**config.mk**
```make
export PLATFORM = sky130hd
export DESIGN_NAME = lvbs_ctrl
export DESIGN_NICKNAME = d
export VERILOG_FILES = /design/src/rtl/laplacian_variance_blur_score_macros.svh /design/src/rtl/lvbs_pkg.sv /design/src/rtl/lvbs_ctrl.sv
export SDC_FILE = /design/constraint.sdc
export NUM_CORES = 1
export LEC_CHECK = 0
export BUFFER_PORTS_ARGS = -buffer_cell sky130_fd_sc_hd__buf_2
export CAP_MARGIN = 40
export CORE_AREA = 8 8 45 47
export CTS_CLUSTER_DIAMETER = 30
export DETAILED_ROUTE_END_ITERATION = 12
export DIE_AREA = 0 0 53 55
export PLACE_DENSITY = 0.62
export SLEW_MARGIN = 25
export SYNTH_ARGS = -nofsm -noshare
export SYNTH_HDL_FRONTEND = slang
export SYNTH_SLANG_ARGS = --single-unit
```
**constraint.sdc**
```tcl
create_clock -name clk_i -period 4.4 [get_ports clk_i]
set_clock_uncertainty 0.2 [all_clocks]
set_input_delay 0.22 -clock clk_i [delete_from_list [all_inputs] [get_ports clk_i]]
set_output_delay 0.22 -clock clk_i [all_outputs]
set_load 0.03 [all_outputs]
```
**src/rtl/laplacian_variance_blur_score_macros.svh**
```systemverilog
// ----------------------------------------------------------------------------
// Assertion macros for the Laplacian blur score block
// Implication checks on the rising clock edge, disabled during reset.
// ----------------------------------------------------------------------------
`ifndef LAPLACIAN_VARIANCE_BLUR_SCORE_MACROS_SVH
`define LAPLACIAN_VARIANCE_BLUR_SCORE_MACROS_SVH

// same-cycle implication
`define LVBS_ASSERT_IMPL(lbl, clk, rst_n, ante, cons) \
  lbl: assert property (@(posedge clk) disable iff (!rst_n) (ante) |-> (cons)) \
    else $error("lvbs assertion failed");

// next-cycle implication
`define LVBS_ASSERT_NEXT(lbl, clk, rst_n, ante, cons) \
  lbl: assert property (@(posedge clk) disable iff (!rst_n) (ante) |=> (cons)) \
    else $error("lvbs assertion failed");

`endif

```
**src/rtl/lvbs_pkg.sv**
```systemverilog
// ----------------------------------------------------------------------------
// lvbs_pkg
// Shared types and codes for the Laplacian blur score block.
// ----------------------------------------------------------------------------
package lvbs_pkg;

  localparam int CFG_W   = 11;
  localparam int IDX_W   = 2;
  localparam int PIXEL_W = 8;
  localparam int MEAN_W  = 19;
  localparam int VAR_W   = 28;
  localparam int LAP_W   = 11;
  localparam int FRAC_W  = 8;

  localparam logic [IDX_W-1:0] REG_ROW_LENGTH = 2'd0;
  localparam logic [IDX_W-1:0] REG_ROW_COUNT  = 2'd1;
  localparam logic [CFG_W-1:0] DIM_RESET      = 11'd1024;

  typedef enum logic [3:0] {
    OP_NONE,
    OP_ACCEPT,
    OP_UPDATE,
    OP_ACCUM,
    OP_SETUP_MEAN,
    OP_DIV_STEP,
    OP_SETUP_PROD,
    OP_MUL_STEP,
    OP_SETUP_SQ,
    OP_SETUP_T,
    OP_SETUP_VAR,
    OP_FINISH
  } op_e;

  typedef struct packed {
    op_e  op;
    logic cfg_write;
  } cmd_t;

  typedef struct packed {
    logic frame_end;
    logic iter_last;
    logic out_busy;
  } status_t;

endpackage

```
**src/rtl/lvbs_ctrl.sv**
```systemverilog
// ----------------------------------------------------------------------------
// lvbs_ctrl
// Sequencer: per-pixel steps and the end-of-frame divide/multiply program.
// ----------------------------------------------------------------------------
module lvbs_ctrl (
  input  logic              clk_i,
  input  logic              rst_ni,
  input  logic              pixel_valid_i,
  input  logic              cfg_valid_i,
  input  lvbs_pkg::status_t status_i,
  output lvbs_pkg::cmd_t    cmd_o,
  output logic              pixel_stall_o,
  output logic              cfg_ready_o
);

  localparam logic [3:0] S_IDLE = 4'd0;
  localparam logic [3:0] S_UPD  = 4'd1;
  localparam logic [3:0] S_ACC  = 4'd2;
  localparam logic [3:0] S_SETN = 4'd3;
  localparam logic [3:0] S_DM   = 4'd4;
  localparam logic [3:0] S_SP   = 4'd5;
  localparam logic [3:0] S_MP   = 4'd6;
  localparam logic [3:0] S_SS   = 4'd7;
  localparam logic [3:0] S_MS   = 4'd8;
  localparam logic [3:0] S_ST   = 4'd9;
  localparam logic [3:0] S_DT   = 4'd10;
  localparam logic [3:0] S_SV   = 4'd11;
  localparam logic [3:0] S_DV   = 4'd12;
  localparam logic [3:0] S_FIN  = 4'd13;

  logic [3:0] state_q, state_d;

  assign cfg_ready_o   = (state_q == S_IDLE);
  // config has priority in idle
  assign pixel_stall_o = (state_q != S_IDLE) || cfg_valid_i;

  always_comb begin
    state_d          = state_q;
    cmd_o.op         = lvbs_pkg::OP_NONE;
    cmd_o.cfg_write  = 1'b0;
    unique case (state_q)
      S_IDLE: begin
        if (cfg_valid_i) begin
          cmd_o.cfg_write = 1'b1;
        end else if (pixel_valid_i) begin
          cmd_o.op = lvbs_pkg::OP_ACCEPT;
          state_d  = S_UPD;
        end
      end
      S_UPD: begin
        cmd_o.op = lvbs_pkg::OP_UPDATE;
        state_d  = S_ACC;
      end
      S_ACC: begin
        cmd_o.op = lvbs_pkg::OP_ACCUM;
        state_d  = status_i.frame_end ? S_SETN : S_IDLE;
      end
      S_SETN: begin
        cmd_o.op = lvbs_pkg::OP_SETUP_MEAN;
        state_d  = S_DM;
      end
      S_DM: begin
        cmd_o.op = lvbs_pkg::OP_DIV_STEP;
        if (status_i.iter_last) state_d = S_SP;
      end
      S_SP: begin
        cmd_o.op = lvbs_pkg::OP_SETUP_PROD;
        state_d  = S_MP;
      end
      S_MP: begin
        cmd_o.op = lvbs_pkg::OP_MUL_STEP;
        if (status_i.iter_last) state_d = S_SS;
      end
      S_SS: begin
        cmd_o.op = lvbs_pkg::OP_SETUP_SQ;
        state_d  = S_MS;
      end
      S_MS: begin
        cmd_o.op = lvbs_pkg::OP_MUL_STEP;
        if (status_i.iter_last) state_d = S_ST;
      end
      S_ST: begin
        cmd_o.op = lvbs_pkg::OP_SETUP_T;
        state_d  = S_DT;
      end
      S_DT: begin
        cmd_o.op = lvbs_pkg::OP_DIV_STEP;
        if (status_i.iter_last) state_d = S_SV;
      end
      S_SV: begin
        cmd_o.op = lvbs_pkg::OP_SETUP_VAR;
        state_d  = S_DV;
      end
      S_DV: begin
        cmd_o.op = lvbs_pkg::OP_DIV_STEP;
        if (status_i.iter_last) state_d = S_FIN;
      end
      S_FIN: begin
        if (!status_i.out_busy) begin
          cmd_o.op = lvbs_pkg::OP_FINISH;
          state_d  = S_IDLE;
        end
      end
      default: begin
        state_d = S_IDLE;
      end
    endcase
  end

  always_ff @(posedge clk_i or negedge rst_ni) begin
    if (!rst_ni) begin
      state_q <= S_IDLE;
    end else begin
      state_q <= state_d;
    end
  end

endmodule

```
==> results.cfg, run 1 <==
[worst_setup_path]
required_ns = 3.98
setup.worst_path.end_class = output pin
critical_path_class = flop to output pin
worstSetupStartpointType = flop
ff2ff_path_depth = 3
cp_slowest_cell = dfrtp_1
worstPathCellList = or3b_1 -> a21oi_1 -> a31o_2 -> buf_2
arrival_ns = 1.77
path_max_fanout = 21
cpPeakStageDelay_ns = 0.70

[power]
total_power_mw = 0.4803
p_comb_frac = 0.625
p_int_mw = 0.2111
switchingPower_mw = 0.2692
p_sw_frac = 0.5605
clockPowerShare = 0.093
max-vdd-ir-drop_mv = 0.3125
power_frac_seq = 0.282
power_density_nw_per_um2 = 890.6
p_leak_nw = 0.2267

[timing]
fin_ws_ns = 2.212
post-route-period-util = 0.4972
relSlewSlack = 0.6113
fin_crit_ns = 2.188
tns_ns = 0
worst_slew_pin_slew_ns = 0.5831
grt_setup_unrepaired = false
hold_viol_final = 0
clock.fmax_ghz = 0.4571
slew_viol_final = 0
setup_viol = 0
holdWs_ns = 0.1188

[layout]
top_register = state_q
finalNonFillerCells = 87
regArea_sq_um = 100.1
design_area_sq_um = 539.3
largest_registers = state_q (4)
final_util = 0.3897
area_growth_pct = 13.72
n_antenna_cell = 0
fill_cells = 158
multi_input_area_sq_um = 306.5
largest_reg_flops = 4
drive_gt1_frac = 0.2817
fin_nets = 80

[global_route]
antenna_found_initial = 0
grt_max_degree = 23
grt.overflow.total = 0
grt_pass1_wl_microns = 1614
grt_pass1_vias = 375
grt_usage = 0.07166

[drt]
ant_nets = 0
wirelength_microns = 996
drtPass1Iterations = 4
drt-initial-drc-count = 6
viasPerCell = 5.322
wire_per_inst_microns = 11.45
vias = 463
drc = 0

[synth]
synth_fp_nets = 68
synth_seq_cells = 4
yosysUniqueCellTypes = 29
synth_seq_area_share = 0.2111
syn-instance-count = 61
avgSynthCellArea_sq_um = 7.774
synth_area_sq_um = 474.2
yosys_warnings = 0

[clock_network]
clock_latency_ns = 0.23
clock-sinks = 4
cts-root-buf = clkbuf_4
numCtsBuffers = 3
cts_tree = done
clockBufferDepth = 2
htreeDepth = 1
cts.clk_slew.worst_paths_ns = 0.04
postCtsSetupBuffers = 0

[placed_design]
placed_area_sq_um = 506.7
io_buffers = 13
gp_congestion = 0.6720
dpl.cell_count = 83
place_ws_ns = 2.450

[floorplanning]
fp.dieW_microns = 53
die_area_sq_um = 2915
start_util = 0.3427
core_sq_um = 1384
io_pins = 14
fp.dieH_microns = 55
rows = 14

[job]
maxCapViolations = 0

[run_status]
status = complete, no violations

[min_path]
hp-class = primary input to asynchronous set/reset pin
-- per-layer routing --
layer | GRT usage | vias up | wire, microns
met5 | 0 | - | 0
met4 | 0.02586 | 0 | 0
li1 | - | 243 | -
met2 | 0.1035 | 14 | 437
met1 | 0.08689 | 206 | 473
met3 | 0.04011 | 0 | 85
-- synth_stat cells --
| cell | instances | area share |
|---|---|---|
| or3b_2 | 1 | 0.018 |
| buf_6 | 2 | 0.047 |
| or3b_1 | 2 | 0.037 |
| a22o_1 | 1 | 0.018 |
| or3_1 | 2 | 0.026 |
| nand2_1 | 6 | 0.047 |
| or4b_1 | 1 | 0.021 |
| a21oi_1 | 5 | 0.053 |
| nand2b_1 | 2 | 0.026 |
| o311a_1 | 1 | 0.021 |
| o311ai_0 | 1 | 0.018 |
| o21ai_0 | 4 | 0.042 |
| nor4_2 | 1 | 0.026 |
| nor2b_1 | 2 | 0.026 |
| xnor2_1 | 1 | 0.018 |
| dfrtp_1 | 4 | 0.21 |
| a2111oi_0 | 1 | 0.018 |
| inv_1 | 4 | 0.032 |
| buf_2 | 3 | 0.032 |
| a2111oi_2 | 1 | 0.032 |
| buf_4 | 2 | 0.032 |
| o21a_1 | 2 | 0.032 |
| a221oi_1 | 2 | 0.037 |
| a31o_2 | 1 | 0.018 |
| a211o_1 | 1 | 0.018 |
| and2_1 | 1 | 0.013 |
| o211ai_1 | 2 | 0.032 |
| nand3_1 | 2 | 0.021 |
| nor2_1 | 3 | 0.024 |
-- kinds of logic after synthesis --
logic type | share of synthesized area
flip-flops | 0.2111
AND/OR/NAND/NOR | 0.2876
XOR/XNOR | 0.01847
AO/OA/AOI/OAI | 0.3404
buffers and inverters | 0.1424
-- power by group through the flow --
| stage | logic, mW | registers [mW] | clock network (mW) |
|---|---|---|---|
| after floorplan | 0.337 | 0.0670 | 0 |
| after global placement | 0.302 | 0.135 | 0 |
| after detailed placement | 0.303 | 0.137 | 0 |
| after CTS | 0.305 | 0.136 | 0.0467 |
| after global routing | 0.332 | 0.145 | 0.0526 |
| final | 0.300 | 0.136 | 0.0444 |
-- cells in the final DEF, fill, tap and decap left out, types with 2 or more instances in the layout --
| cell | instances |
|---|---|
| or3b_1 | 2 |
| or3_1 | 2 |
| clkbuf_4 | 3 |
| inv_1 | 4 |
| nand2_1 | 6 |
| dfrtp_1 | 4 |
| nand3_1 | 2 |
| a21oi_1 | 5 |
| nor2b_1 | 2 |
| nand2b_1 | 2 |
| buf_2 | 13 |
| o21a_1 | 2 |
| o21ai_0 | 4 |
| nor2_1 | 3 |
| o211ai_1 | 2 |
| a221oi_1 | 2 |
-- cell type report --
class | count | share of cell area
Multi-Input combinational cell | 46 | 0.5684
Sequential cell | 4 | 0.1856
Timing Repair Buffer | 14 | 0.1392
Clock buffer | 3 | 0.04176
Tap cell | 16 | 0.03712
Inverter | 4 | 0.02784
-- worst max-delay path, delay by kind of cell, from the launching register on --
kind | cells | cell delay [ns]
buf+inv | 1 | 0.18
flops | 1 | 0.70
compound gates | 2 | 0.25
simple gates | 1 | 0.40
-- final timing paths --
path | startpoint | to | slack, ns
max in group asynchronous | rst_ni | state_q[3] | 3.76
min in group clk_i | status_i[1] | state_q[0] | 0.22
worst min register to register | state_q[0] | state_q[1] | 0.59
worst max register to register | state_q[3] | state_q[0] | 2.66
worst min-delay path | rst_ni | state_q[0] | 0.12
worst max-delay path | state_q[3] | cmd_o[2] | 2.21
-- what timing repair did --
action	4_1_cts	5_1_grt
hold buffers	1	0
resized for setup	0	0
endpoints found under the hold margin	4	0
Note: power is estimated with default switching activity, not from simulation.
==> run 2, diff against run 1 <==
Clock period 4.4 ns to 2.05 ns, I/O delays scaled along.
==> results.cfg, run 2 (synthesis gave the netlist of run 1 again) <==
[layout]
fill_cells = 152
final_common_cell = buf_2
final_util = 0.4024
area_growth_pct = 17.41
n_antenna_cell = 0
largest_registers = state_q (4)
drive_gt1_frac = 0.3288
multi_input_area_sq_um = 306.5
regArea_sq_um = 102.6
largest_reg_flops = 4
top_register = state_q
mostFrequentLayoutCells = buf_2 (13), nand2_1 (6), a21oi_1 (5), inv_1 (4), o21ai_0 (4)
fin_nets = 82

[power]
p_int_mw = 0.4790
total_power_mw = 1.064
p_leak_nw = 0.2344
switchingPower_mw = 0.5850
power_frac_seq = 0.249
p_comb_frac = 0.662
clockPowerShare = 0.089
max-vdd-ir-drop_mv = 0.7276
power_density_nw_per_um2 = 1911
p_sw_frac = 0.5498

[floorplanning]
fp.dieW_microns = 53
start_util = 0.3427
die_area_sq_um = 2915
io_pins = 14
fp.dieH_microns = 55
core_sq_um = 1384
rows = 14

[clock_network]
clock_latency_ns = 0.23
htreeDepth = 1
cts_tree = done
clock-sinks = 4
numCtsBuffers = 3
postCtsSetupBuffers = 0
clockBufferDepth = 2
cts.clk_slew.worst_paths_ns = 0.04
cts-root-buf = clkbuf_4

[run_status]
status = complete, no violations

[drt]
drc = 0
vias = 473
ant_nets = 0
drtPass1Iterations = 4
wirelength_microns = 1003
viasPerCell = 5.315
drt-initial-drc-count = 11
wire_per_inst_microns = 11.27

[global_route]
grt_usage = 0.06951
grt_pass1_wl_microns = 1600
grt_pass1_vias = 373
grt.overflow.total = 0
antenna_found_initial = 0
grt_max_degree = 23

[worst_setup_path]
arrival_ns = 1.64
required_ns = 1.75
path_max_fanout = 15
setup.worst_path.end_class = output pin
worstSetupStartpointType = flop
critical_path_class = flop to output pin

[timing]
grt_setup_unrepaired = false
holdWs_ns = 0.002684
slew_viol_final = 0
worst_slew_pin_slew_ns = 0.3868
clock.fmax_ghz = 0.5161
post-route-period-util = 0.9453
relSlewSlack = 0.7355
hold_viol_final = 0
tns_ns = 0
setup_viol = 0
fin_crit_ns = 1.938

[job]
maxCapViolations = 0

[placed_design]
io_buffers = 13
hpwl_microns = 725.8
gp_congestion = 0.6839

[min_path]
hp-class = primary input to asynchronous set/reset pin
## run 2: changes by cell type in the layout (fill, tap and decap cells not counted), sizes merged
cell	change
buf	+2
## run 2: path summary, 6_finish.rpt
path,start,to,slack [ns],depth (start not counted)
min reg2reg,state_q[2],state_q[1],0.53,1
max,state_q[3],cmd_o[2],0.11,4
min in group clk_i,status_i[0],state_q[2],0.09,3
min,rst_ni,state_q[1],0.003,2
max reg2reg,state_q[1],state_q[0],0.42,3
max in group asynchronous,rst_ni,state_q[2],1.52,2
## run 2: per-layer routing
metal,part of all wire,GRT usage
met3,0.070,0.02406
met1,0.50,0.09618
met4,0,0.02586
met2,0.43,0.09570
met5,0,0
## run 2: power by group through the flow
stage	registers (mW)	logic [mW]	clock network (mW)
6_report	0.264	0.705	0.0948
5_1_grt	0.281	0.779	0.105
4_1_cts	0.258	0.714	0.0983
3_5_place_dp	0.260	0.710	0
3_3_place_gp	0.257	0.708	0
2_1_floorplan	0.144	0.722	0
## run 2: final cells by class
type | instances | share of cell area
clock buffer | 3 | 0.04045
inverter | 4 | 0.02697
multi-input combinational | 46 | 0.5506
sequential | 4 | 0.1843
tap | 16 | 0.03596
timing repair buffer | 16 | 0.1618
## run 2: through the flow
stage / instances / cell area, sq um / setup WS [ns]
final: 89 / 556.8 / 0.1122
after global routing: 89 / 556.8 / 0.03112
after CTS: 89 / 554.3 / 0.05558
after detailed placement: 85 / 521.8 / 0.3119
after global placement: 85 / 521.8 / 0.3170
after floorplan: 61 / 474.2 / 0.1158
## run 2: critical path: stages (launching register included)
cell and delay, ns:
dfrtp_1 0.58, or3b_1 0.39, a21oi_1 0.14, a31o_2 0.10
buf_2 0.18
## run 2: what timing repair did
action	CTS	global route
setup endpoints to repair	0	2
hold buffers	1	0
endpoints found under the hold margin	4	0
resized for setup	0	2
==> run 3, diff against run 2 <==
Settings changed: PLACE_DENSITY 0.62 to unset, REMOVE_ABC_BUFFERS set to 1.
==> results.cfg, run 3 (synthesis gave the netlist of run 1 again) <==
[drt]
drc = 0
ant_nets = 0
drtPass1Iterations = 4
wire_per_inst_microns = 12.46
drt-initial-drc-count = 7
wirelength_microns = 1146
viasPerCell = 5.207
vias = 479

[clock_network]
postCtsSetupBuffers = 0
htreeDepth = 1
clock-sinks = 4
numCtsBuffers = 3
clockBufferDepth = 2
cts-root-buf = clkbuf_4
cts.clk_slew.worst_paths_ns = 0.04
clock_latency_ns = 0.23
cts_tree = done

[global_route]
grt_max_degree = 22
grt_pass1_vias = 425
grt_usage = 0.07616
grtUsageMet1 = 0.1026
grt.overflow.total = 0
antenna_found_initial = 0
grt_use_met3 = 0.01337
busiest_layer = met2
grt_pass1_wl_microns = 1780
grtUsageMet2 = 0.1133

[floorplanning]
fp.dieW_microns = 53
io_pins = 14
start_util = 0.3427
core_sq_um = 1384
rows = 14
fp.dieH_microns = 55
die_area_sq_um = 2915

[placed_design]
io_buffers = 13
dpl.cell_count = 86
placed_area_sq_um = 529.3
hpwl_microns = 776.4
gp_congestion = 0.6852
place_ws_ns = 0.2833

[layout]
mostFrequentLayoutCells = buf_2 (13), nand2_1 (6), a21oi_1 (5), inv_1 (4), o21ai_0 (4)
n_antenna_cell = 0
top_register = state_q
design_area_sq_um = 584.3
drive_gt1_frac = 0.3289
final_common_cell = buf_2
largest_registers = state_q (4)
finalNonFillerCells = 92
fill_cells = 157
final_util = 0.4222
area_growth_pct = 23.22
fin_nets = 85
largest_reg_flops = 4

[timing]
slew_viol_final = 0
tns_ns = 0
clock.fmax_ghz = 0.5247
fin_ws_ns = 0.1440
post-route-period-util = 0.9297
relSlewSlack = 0.7086
holdWs_ns = 0.1101
setup_viol = 0
worst_slew_pin_slew_ns = 0.4371
fin_crit_ns = 1.906
grt_setup_unrepaired = false
hold_viol_final = 0

[worst_setup_path]
critical_path_class = flop to output pin
arrival_ns = 1.60
required_ns = 1.75
path_max_fanout = 21
cp-startpoint = state_q[2]
setup.worst_path.end_class = output pin
timing.rr.start = state_q[1]
worstSetupStartpointType = flop

[power]
power_density_nw_per_um2 = 1876
total_power_mw = 1.096
p_leak_nw = 0.2472
p_int_mw = 0.4948
p_sw_frac = 0.5486
power_frac_seq = 0.242
p_comb_frac = 0.673
max-vdd-ir-drop_mv = 0.6397
clockPowerShare = 0.085
switchingPower_mw = 0.6015

[run_status]
status = complete, no violations

[job]
maxCapViolations = 0

[min_path]
holdCritStartpoint = status_i[0]
hp-class = primary input to flop
==> run 3: changes by cell type in the layout (fill, tap and decap cells not counted) <==
cell | previous run | this run
dlygate4sd3_1 | 1 | 3
buf_4 | 2 | 3
==> run 3: final cells by class <==
| cell class | count | area, sq um | share of cell area |
|---|---|---|---|
| repair buffers | 19 | 117.6 | 0.2013 |
| well taps | 16 | 20.02 | 0.03426 |
| flip-flops and latches | 4 | 102.6 | 0.1756 |
| multi-input cells | 46 | 306.5 | 0.5246 |
| clock buffers | 3 | 22.52 | 0.03854 |
| inverters | 4 | 15.01 | 0.02570 |
==> run 3: what timing repair did <==
item | CTS | global route
endpoints found under the setup margin | 0 | 2
endpoints found under the hold margin | 4 | 0
hold buffers | 3 | 0
resized for setup | 0 | 2
==> run 3: final timing paths <==
check,depth (start not counted),slack (ns),endpoint
max in group asynchronous,4,0.42,state_q[2]
worst min register to register,1,0.45,state_q[1]
worst min-delay path,3,0.11,state_q[2]
worst max register to register,4,0.36,state_q[0]
min in group asynchronous,3,0.53,state_q[0]
worst max-delay path,4,0.14,cmd_o[2]
==> run 3: per-layer routing <==
layer / wire, microns / vias up
met5: 0 / -
met4: 0 / 0
met3: 77 / 0
met2: 517 / 12
met1: 551 / 213
li1: - / 254
==> run 3: worst max-delay path: stages, from the launching register on <==
cell and delay (ns):
dfrtp_2 0.52, or3b_1 0.39, a21oi_1 0.15, a31o_2 0.11, buf_2 0.19
==> run 3: power groups by stage <==
stage                     logic (mW)  clock network, mW  registers (mW)
after global routing           0.806              0.103           0.279
after global placement         0.735                  0           0.256
after floorplan                0.524                  0           0.247
final                          0.737             0.0935           0.265
after CTS                      0.747             0.0980           0.260
after detailed placement       0.739                  0           0.260
